==> config.mk <==
export PLATFORM = sky130hd
export DESIGN_NAME = catmull_rom_spline_eval_core
export DESIGN_NICKNAME = d
export VERILOG_FILES = /design/src/sv/crse_pkg.sv /design/src/sv/crse_knot_mem.sv /design/src/sv/crse_ser_mul.sv /design/src/sv/catmull_rom_spline_eval_core.sv
export VERILOG_INCLUDE_DIRS = /design/src /design/src/sv
export SDC_FILE = /design/constraint.sdc
export NUM_CORES = 2
export LEC_CHECK = 0
export BUFFER_PORTS_ARGS = -buffer_cell sky130_fd_sc_hd__buf_2
export CAP_MARGIN = 0
export CORE_MARGIN = 2
export CORE_UTILIZATION = 57
export CTS_CLUSTER_DIAMETER = 200
export DETAILED_ROUTE_END_ITERATION = 8
export GPL_TIMING_DRIVEN = 0
export HOLD_SLACK_MARGIN = 0.15
export PLACE_DENSITY = 0.76
export SLEW_MARGIN = 20
export SYNTH_ARGS = -nofsm -noshare
export SYNTH_HDL_FRONTEND = slang
export SYNTH_SLANG_ARGS = --single-unit
==> constraint.sdc <==
create_clock -name i_clk -period 7.9 [get_ports i_clk]
set_clock_uncertainty 0.2 [all_clocks]
set_input_delay 1.975 -clock i_clk [delete_from_list [all_inputs] [get_ports i_clk]]
set_output_delay 1.975 -clock i_clk [all_outputs]
set_load 0.01 [all_outputs]
==> src/sv/assert_macros.svh <==
// ----------------------------------------------------------------------------
// Assertion macros
// Shared clocked assertion forms for the spline evaluator.
// ----------------------------------------------------------------------------
`ifndef ASSERT_MACROS_SVH
`define ASSERT_MACROS_SVH

// Same-cycle implication, disabled while reset is held.
`define ASSERT_SAME(label, ante, cons, msg) \
    label: assert property (@(posedge i_clk) disable iff (!i_rst_n) \
        (ante) |-> (cons)) else $error(msg);

// Next-cycle implication, disabled while reset is held.
`define ASSERT_NEXT(label, ante, cons, msg) \
    label: assert property (@(posedge i_clk) disable iff (!i_rst_n) \
        (ante) |=> (cons)) else $error(msg);

`endif

==> src/sv/crse_pkg.sv <==
// ----------------------------------------------------------------------------
// crse_pkg
// Widths, constants and types shared by the spline evaluator modules.
// ----------------------------------------------------------------------------
package crse_pkg;

    localparam int KNOT_W = 24;
    localparam int INDEX_W = 5;
    localparam int POS_W = 17;
    localparam int COUNT_W = 6;
    localparam int OUT_W = 26;
    localparam int FRAC_W = 16;
    localparam int F_W = FRAC_W + 1;
    localparam int ACC_W = 32;
    localparam int HI_W = ACC_W + 2;
    localparam int STEP_W = $clog2(F_W);

    localparam logic [POS_W-1:0] POS_ONE = POS_W'(1 << FRAC_W);
    localparam logic signed [ACC_W-1:0] OUT_MAX = (1 <<< (OUT_W - 1)) - 1;
    localparam logic signed [ACC_W-1:0] OUT_MIN = -(1 <<< (OUT_W - 1));

    localparam logic CMD_LOAD = 1'b0;
    localparam logic CMD_EVAL = 1'b1;

    typedef enum logic [2:0] {
        S_IDLE,
        S_TMUL,
        S_SPAN,
        S_READ,
        S_COEF,
        S_MSTART,
        S_MWAIT,
        S_DONE
    } t_state;

    typedef struct packed {
        logic busy;
        logic done;
    } t_mul_stat;

endpackage

==> src/sv/crse_knot_mem.sv <==
// ----------------------------------------------------------------------------
// crse_knot_mem
// Knot store with one write port and one registered read port.
// ----------------------------------------------------------------------------
module crse_knot_mem #(
    parameter int DEPTH = 32,
    parameter int ADDR_W = 5
) (
    input  logic                                i_clk,
    input  logic                                i_we,
    input  logic [ADDR_W-1:0]                   i_waddr,
    input  logic signed [crse_pkg::KNOT_W-1:0]  i_wdata,
    input  logic [ADDR_W-1:0]                   i_raddr,
    output logic signed [crse_pkg::KNOT_W-1:0]  o_rdata
);
    import crse_pkg::*;

    logic signed [KNOT_W-1:0] r_mem [DEPTH];
    logic signed [KNOT_W-1:0] r_rdata;

    always_ff @(posedge i_clk) begin
        if (i_we) begin
            r_mem[i_waddr] <= i_wdata;
        end
        r_rdata <= r_mem[i_raddr];
    end

    assign o_rdata = r_rdata;

endmodule

==> src/sv/crse_ser_mul.sv <==
// ----------------------------------------------------------------------------
// crse_ser_mul
// Bit-serial multiplier: one fraction bit per cycle, result is the
// signed product shifted right by the fraction width with floor rounding.
// ----------------------------------------------------------------------------
`include "assert_macros.svh"

module crse_ser_mul (
    input  logic                               i_clk,
    input  logic                               i_rst_n,
    input  logic                               i_start,
    input  logic signed [crse_pkg::ACC_W-1:0]  i_a,
    input  logic [crse_pkg::F_W-1:0]           i_f,
    output logic signed [crse_pkg::ACC_W-1:0]  o_res,
    output crse_pkg::t_mul_stat                o_stat
);
    import crse_pkg::*;

    logic signed [ACC_W-1:0] r_a;
    logic signed [HI_W-1:0]  r_hi;
    logic [F_W-1:0]          r_f;
    logic                    r_lsb;
    logic [STEP_W-1:0]       r_cnt;
    logic                    r_busy;
    logic                    r_done;
    logic signed [HI_W-1:0]  w_addend;
    logic signed [HI_W-1:0]  w_sum;
    logic [HI_W:0]           w_prod;
    logic                    w_last;

    assign w_addend = r_f[0] ? {{(HI_W - ACC_W){r_a[ACC_W-1]}}, r_a} : '0;
    assign w_sum = r_hi + w_addend;
    assign w_last = (r_cnt == STEP_W'(F_W - 1));

    always_ff @(posedge i_clk) begin
        if (!i_rst_n) begin
            r_busy <= 1'b0;
            r_done <= 1'b0;
            r_cnt <= '0;
        end else begin
            r_done <= 1'b0;
            if (i_start) begin
                r_busy <= 1'b1;
                r_cnt <= '0;
            end else if (r_busy) begin
                r_cnt <= r_cnt + 1'b1;
                if (w_last) begin
                    r_busy <= 1'b0;
                    r_done <= 1'b1;
                end
            end
        end
    end

    always_ff @(posedge i_clk) begin
        if (i_start) begin
            r_a <= i_a;
            r_f <= i_f;
            r_hi <= '0;
            r_lsb <= 1'b0;
        end else if (r_busy) begin
            r_hi <= w_sum >>> 1;
            r_lsb <= w_sum[0];
            r_f <= r_f >> 1;
        end
    end

    assign w_prod = {r_hi, r_lsb};
    assign o_res = w_prod[ACC_W-1:0];
    assign o_stat.busy = r_busy;
    assign o_stat.done = r_done;

    `ASSERT_NEXT(a_done_pulse, r_done, !r_done, "multiplier done lasted more than one cycle")
    `ASSERT_NEXT(a_done_after_last, r_busy && w_last && !i_start, r_done,
        "multiplier did not finish after its last step")
    `ASSERT_NEXT(a_start_busy, i_start, r_busy, "multiplier did not start after a start pulse")

endmodule

==> src/sv/catmull_rom_spline_eval_core.sv <==
// ----------------------------------------------------------------------------
// catmull_rom_spline_eval_core
// Uniform Catmull-Rom spline evaluator with a 1.16 fixed-point position over a knot store.
// ----------------------------------------------------------------------------
//  channel | signals                                        | direction
//  request | i_valid, o_ready, i_cmd, i_knot_index,          | in
//          | i_knot_value, i_position, i_knot_count          |
//  result  | o_valid, i_ready, o_curve_value                 | out
//
// A load request writes the knot store and gives no result.
// An evaluate request forms the position product, picks the span, reads four
// knots, builds the coefficients and then makes three passes of the bit-serial
// multiplier.
// Reset is synchronous and active low; the knot store is not cleared.
// A finished result waits in the output register while the next request is
// taken; evaluation holds in its last state until that register is free.
// ----------------------------------------------------------------------------
`include "assert_macros.svh"

module catmull_rom_spline_eval_core #(
    parameter int MAX_KNOTS = 32
) (
    input  logic                                 i_clk,
    input  logic                                 i_rst_n,
    input  logic                                 i_valid,
    output logic                                 o_ready,
    input  logic                                 i_cmd,
    input  logic [crse_pkg::INDEX_W-1:0]         i_knot_index,
    input  logic signed [crse_pkg::KNOT_W-1:0]   i_knot_value,
    input  logic [crse_pkg::POS_W-1:0]           i_position,
    input  logic [crse_pkg::COUNT_W-1:0]         i_knot_count,
    output logic                                 o_valid,
    input  logic                                 i_ready,
    output logic signed [crse_pkg::OUT_W-1:0]    o_curve_value
);
    import crse_pkg::*;

    localparam int IDX_W = $clog2(MAX_KNOTS);
    localparam int N_W = $clog2(MAX_KNOTS + 1);
    localparam int T_W = POS_W + N_W;
    localparam int CNT_W = $clog2(N_W + 5);

    t_state                  r_state;
    t_state                  n_state;
    logic [POS_W-1:0]        r_pos;
    logic [N_W-1:0]          r_n;
    logic [N_W-1:0]          r_m;
    logic [T_W-1:0]          r_t;
    logic [CNT_W-1:0]        r_cnt;
    logic [IDX_W-1:0]        r_span;
    logic [F_W-1:0]          r_f;
    logic signed [KNOT_W-1:0] r_k0;
    logic signed [KNOT_W-1:0] r_k1;
    logic signed [KNOT_W-1:0] r_k2;
    logic signed [KNOT_W-1:0] r_k3;
    logic signed [ACC_W-1:0] r_c1;
    logic signed [ACC_W-1:0] r_c2;
    logic signed [ACC_W-1:0] r_c3;
    logic signed [ACC_W-1:0] r_acc;
    logic [1:0]              r_pass;
    logic                    r_out_valid;
    logic signed [OUT_W-1:0] r_out;

    logic                    w_accept;
    logic                    w_mem_we;
    logic                    w_mul_start;
    logic                    w_out_load;
    logic [N_W-1:0]          w_n_clamp;
    logic [POS_W-1:0]        w_pos_sat;
    logic [T_W-FRAC_W-1:0]   w_span_raw;
    logic [N_W-1:0]          w_span_lim;
    logic [IDX_W-1:0]        w_raddr;
    logic signed [KNOT_W-1:0] w_rdata;
    logic signed [ACC_W-1:0] w_k0;
    logic signed [ACC_W-1:0] w_k1;
    logic signed [ACC_W-1:0] w_k2;
    logic signed [ACC_W-1:0] w_k3;
    logic signed [ACC_W-1:0] w_nk0;
    logic signed [ACC_W-1:0] w_mul_a;
    logic signed [ACC_W-1:0] w_mul_res;
    logic signed [ACC_W-1:0] w_addend;
    logic signed [ACC_W-1:0] w_acc_next;
    logic signed [ACC_W-1:0] w_sat;
    t_mul_stat               w_mul_stat;

    assign w_accept = i_valid && o_ready;

    always_comb begin
        if (i_knot_count < COUNT_W'(4)) begin
            w_n_clamp = N_W'(4);
        end else if (32'(i_knot_count) > MAX_KNOTS) begin
            w_n_clamp = N_W'(MAX_KNOTS);
        end else begin
            w_n_clamp = N_W'(i_knot_count);
        end
        w_pos_sat = (i_position > POS_ONE) ? POS_ONE : i_position;
    end

    assign w_span_raw = r_t[T_W-1:FRAC_W];
    assign w_span_lim = r_n - N_W'(4);
    assign w_raddr = r_span + IDX_W'(r_cnt[1:0]);

    crse_knot_mem #(
        .DEPTH (MAX_KNOTS),
        .ADDR_W(IDX_W)
    ) u_mem (
        .i_clk  (i_clk),
        .i_we   (w_mem_we),
        .i_waddr(IDX_W'(i_knot_index)),
        .i_wdata(i_knot_value),
        .i_raddr(w_raddr),
        .o_rdata(w_rdata)
    );

    assign w_k0 = {{(ACC_W - KNOT_W){r_k0[KNOT_W-1]}}, r_k0};
    assign w_k1 = {{(ACC_W - KNOT_W){r_k1[KNOT_W-1]}}, r_k1};
    assign w_k2 = {{(ACC_W - KNOT_W){r_k2[KNOT_W-1]}}, r_k2};
    assign w_k3 = {{(ACC_W - KNOT_W){r_k3[KNOT_W-1]}}, r_k3};
    assign w_nk0 = ~w_k0;

    assign w_mul_a = (r_pass == 2'd0) ? r_c1 : r_acc;

    crse_ser_mul u_mul (
        .i_clk  (i_clk),
        .i_rst_n(i_rst_n),
        .i_start(w_mul_start),
        .i_a    (w_mul_a),
        .i_f    (r_f),
        .o_res  (w_mul_res),
        .o_stat (w_mul_stat)
    );

    always_comb begin
        case (r_pass)
            2'd0:    w_addend = r_c2;
            2'd1:    w_addend = r_c3;
            default: w_addend = w_k1;
        endcase
    end

    assign w_acc_next = w_mul_res + w_addend;

    always_comb begin
        if (r_acc > OUT_MAX) begin
            w_sat = OUT_MAX;
        end else if (r_acc < OUT_MIN) begin
            w_sat = OUT_MIN;
        end else begin
            w_sat = r_acc;
        end
    end

    always_comb begin
        n_state = r_state;
        case (r_state)
            S_IDLE: begin
                if (w_accept && i_cmd == CMD_EVAL) begin
                    n_state = S_TMUL;
                end
            end
            S_TMUL: begin
                if (r_cnt == CNT_W'(N_W - 1)) begin
                    n_state = S_SPAN;
                end
            end
            S_SPAN: n_state = S_READ;
            S_READ: begin
                if (r_cnt == CNT_W'(4)) begin
                    n_state = S_COEF;
                end
            end
            S_COEF:   n_state = S_MSTART;
            S_MSTART: n_state = S_MWAIT;
            S_MWAIT: begin
                if (w_mul_stat.done) begin
                    n_state = (r_pass == 2'd2) ? S_DONE : S_MSTART;
                end
            end
            S_DONE: begin
                if (!r_out_valid || i_ready) begin
                    n_state = S_IDLE;
                end
            end
            default: n_state = S_IDLE;
        endcase
    end

    always_comb begin
        o_ready = 1'b0;
        w_mem_we = 1'b0;
        w_mul_start = 1'b0;
        w_out_load = 1'b0;
        case (r_state)
            S_IDLE: begin
                o_ready = 1'b1;
                w_mem_we = w_accept && (i_cmd == CMD_LOAD)
                    && (32'(i_knot_index) < MAX_KNOTS);
            end
            S_MSTART: w_mul_start = 1'b1;
            S_DONE:   w_out_load = !r_out_valid || i_ready;
            default: begin
            end
        endcase
    end

    always_ff @(posedge i_clk) begin
        if (!i_rst_n) begin
            r_state <= S_IDLE;
            r_out_valid <= 1'b0;
            r_cnt <= '0;
            r_pass <= '0;
        end else begin
            r_state <= n_state;
            if (w_out_load) begin
                r_out_valid <= 1'b1;
            end else if (i_ready) begin
                r_out_valid <= 1'b0;
            end
            case (r_state)
                S_IDLE: begin
                    r_cnt <= '0;
                    r_pass <= '0;
                end
                S_TMUL:  r_cnt <= (r_cnt == CNT_W'(N_W - 1)) ? '0 : r_cnt + 1'b1;
                S_READ:  r_cnt <= r_cnt + 1'b1;
                S_MWAIT: begin
                    if (w_mul_stat.done) begin
                        r_pass <= r_pass + 1'b1;
                    end
                end
                default: begin
                end
            endcase
        end
    end

    always_ff @(posedge i_clk) begin
        case (r_state)
            S_IDLE: begin
                r_pos <= w_pos_sat;
                r_n <= w_n_clamp;
                r_m <= w_n_clamp - N_W'(3);
                r_t <= '0;
            end
            S_TMUL: begin
                r_t <= (r_t << 1) + (r_m[N_W-1] ? T_W'(r_pos) : '0);
                r_m <= r_m << 1;
            end
            S_SPAN: begin
                if (w_span_raw > (T_W - FRAC_W)'(w_span_lim)) begin
                    r_span <= IDX_W'(w_span_lim);
                    r_f <= F_W'(POS_ONE);
                end else begin
                    r_span <= IDX_W'(w_span_raw);
                    r_f <= {1'b0, r_t[FRAC_W-1:0]};
                end
            end
            S_READ: begin
                if (r_cnt != '0) begin
                    r_k0 <= r_k1;
                    r_k1 <= r_k2;
                    r_k2 <= r_k3;
                    r_k3 <= w_rdata;
                end
            end
            S_COEF: begin
                r_c1 <= w_k1 + (w_k1 >>> 1) - w_k2 - (w_k2 >>> 1) + (w_k3 >>> 1)
                    + (w_nk0 >>> 1);
                r_c2 <= w_k0 - (w_k1 <<< 1) - (w_k1 >>> 1) + (w_k2 <<< 1)
                    - (w_k3 >>> 1);
                r_c3 <= (w_k2 >>> 1) + (w_nk0 >>> 1);
            end
            S_MWAIT: begin
                if (w_mul_stat.done) begin
                    r_acc <= w_acc_next;
                end
            end
            default: begin
            end
        endcase
        if (w_out_load) begin
            r_out <= w_sat[OUT_W-1:0];
        end
    end

    assign o_valid = r_out_valid;
    assign o_curve_value = r_out;

    `ASSERT_SAME(a_mul_active, r_state == S_MWAIT, w_mul_stat.busy || w_mul_stat.done,
        "waiting on a multiplier that is neither busy nor done")
    `ASSERT_NEXT(a_eval_starts, w_accept && i_cmd == CMD_EVAL, r_state == S_TMUL,
        "evaluate request did not start the position product")
    `ASSERT_NEXT(a_out_hold, o_valid && !i_ready, o_valid && $stable(o_curve_value),
        "waiting result changed or dropped before it was taken")

endmodule

==> metrics <==
CTS tree=yes; most frequent cell after synthesis=edfxtp_1; Pwr Density=246 nW/um2; vias per cell=6.09; first-pass GRT wire length=204000 um; Critical Path RT=8150 ps; DRC viols=0; placed cell area=60800 um2; Arr. time, crit path=5860 ps; Period minus WS final=5610 ps; outcome=finished clean; FF-to-FF path depth=19; final setup margin=2290 ps; Starting Density=57.4%; number of synthesized flops with an enable pin=1138; register area share after synthesis=62.3%; number of placement rows=116; unrepaired setup endpoints after global routing=false; worst-path maximum fanout=6; area leader, netlist=edfxtp_1; share of the clock period used by the worst path=71.0%; #FFs+latches synth=1213; chip width=321 um; VDD IR max=282 uV; postcts setup bufs=0; final hold violation count=0; layout cells sized above 1=17.8%; Nets=4294; Num CTS Buffers=117; drt initial violations=3010; syn_area_per_cell=15.8 um2; min-delay src=u_mem.o_rdata[7]$_DFF_P_; worst-margin pin slew=1200 ps; Max Cap Violations=0; die height=321 um; dpl ws=2240 ps; H-tree Lvls=3; Clock Sinks=1213; clk buf depth=3; post-synth top area share=59.6%; die area=103000 um2; Leak Pwr=23.5 nW; Reg-to-Reg Start=r_k1[1]$_DFFE_PP_; Synth area leaders=edfxtp_1 (60%), mux4_2 (9.4%), fa_1 (6.1%); Reg2Reg Capture Point=r_c1[25]$_DFFE_PP_; gr usage total=26.7%; syn nets=4040; Setup Viol. Count Final=0; I/O pin cnt=85; Critical Path Sink Type=flop; clock transition at the registers of the reported paths=60 ps; hold_buf cts=0; port bufs=84; Routed WL=137000 um; Slew HR=19.9%; Netlist Area Pre-Place=57300 um2; DP HPWL=90300 um; R2R Setup Slk=2290 ps; Slew Limit Fails=0; largest net degree at the start of global routing=33; crit path kind=reg -> reg; area grow syn2layout=13.0%; WL per Instance=25.8 um; endpoint of the worst hold path=r_k3[7]$_DFFE_PP_; grt ovf=0; Gate Count Post-Synth=3629; Hold Path Depth=0; Hold WC Path Type=reg -> reg; routed vias=32208; vias in the first global route=33173; Syn. warnings=0; Root Driver=clkbuf_16; ys async rst share=0%; fmax=178 MHz; crit path launch type=flop; Distinct cells, synth=85; DR pass1 iterations=5; worst-case hold slack=202 ps; initial antenna violation count=5; Clock Latency Late Sink=730 ps; Synth top cells by count=edfxtp_1 (1138), inv_1 (342), mux4_2 (240); ys flop type=edfxtp_1; setup TNS after final layout=0 ps; core area=99900 um2; post-layout util=64.9%; Final GP Congestion=0.936; cts repair resizes=0; fin area=64800 um2; Final ANT Viol Nets=0
==> sequential cells by signal (all words and copies together) (netlist names), 23 cells and up <==
signal / count
o_curve_value: 26
r_acc: 32
r_c1: 32
r_c2: 29
r_c3: 32
r_k0: 24
r_k1: 24
r_k2: 24
r_k3: 24
r_t: 23
u_mem.o_rdata: 24
u_mem.r_mem: 768
u_mul.r_a: 32
u_mul.r_hi: 33
==> cell usage in the layout (no fill, tap or decap), types with 63 or more instances in the layout <==
master	n
and2_1	69
xnor2_1	88
dfxtp_1	75
clkbuf_16	119
clkbuf_1	96
mux4_2	240
ha_1	180
fa_1	174
inv_1	342
nand2_1	171
a21oi_1	129
buf_2	99
a21o_1	63
o21ai_0	72
nor2_1	125
edfxtp_1	1138
==> routing by layer <==
layer  part of all wire [%]  vias up  GRT usage (%)
met5                  0.025        -              0
met4                    3.9        4           9.60
met3                    6.8      307           4.46
met2                     50     1390           45.7
met1                     39    16311           34.7
li1                       -    14196              -
==> where the power goes <==
part / leakage [nW] / switching (W) / total [W] / internal, W
Clock: 1.91 / 0.00248 / 0.00570 / 0.00323
Combinational: 10.6 / 0.00155 / 0.00281 / 0.00126
Sequential: 11.0 / 0.000109 / 0.00740 / 0.00729
Total: 23.5 / 0.00414 / 0.0159 / 0.0118
==> how the worst max path moves through the flow <==
stage                                 start                           end  slack, ps  cells past startpoint
finish                    r_k1[1]$_DFFE_PP_            r_c1[25]$_DFFE_PP_       2290                     19
floorplan           r_state[1]$_SDFFE_PN0P_             r_k0[0]$_DFFE_PP_       2480                      4
CTS                       r_k1[1]$_DFFE_PP_            r_c1[25]$_DFFE_PP_       2230                     19
global route              r_k1[1]$_DFFE_PP_            r_c1[25]$_DFFE_PP_       1900                     19
detailed placement        r_k1[1]$_DFFE_PP_            r_c1[25]$_DFFE_PP_       2240                     19
global placement    r_state[0]$_SDFFE_PN0P_  u_mem.r_mem[24][3]$_DFFE_PP_       -180                      5
==> logic make-up (layout without fill, tap and decap cells) <==
kind of cell	count (synthesis)	after routing	share of synthesized area [%]
flops	1213	1213	62.3
simple gates	625	625	5.34
compound gates	520	520	6.27
buf+inv	456	814	3.02
fa+ha+maj	354	354	10.0
mux	320	320	11.0
xor+xnor	141	141	2.15
other cells	0	2	0
==> stage by stage <==
stage	total power, W	cells
6_report	0.0159	5287
5_1_grt	0.0164	5287
4_1_cts	0.0160	5285
3_5_place_dp	0.0103	5062
3_3_place_gp	0.0102	5011
2_1_floorplan	0.00940	3629
==> layout make-up <==
class	instances	area, um2
flip-flops and latches	1213	35700
fillers	6647	35100
multi-input cells	1960	20200
clock buffers	156	3290
well taps	1298	1620
repair buffers	135	1570
inverters	343	1290
clock inverters	67	669
plain buffers	113	455
diodes	2	5.00
==> critical path, stage by stage (launching register included) <==
cell       delay (ps)
edfxtp_1          510
inv_1             170
fa_1              540
inv_1              50
fa_1              390
inv_1              80
fa_1              410
inv_1              60
ha_1              160
inv_1              60
fa_1              460
nor2b_1           180
o31a_1            190
o31a_1            220
o41ai_2           110
o21ai_2           310
a2111oi_2         130
nor4b_1           840
nor2_1            110
xnor2_1           170
Note: power is estimated with default switching activity, not from simulation.
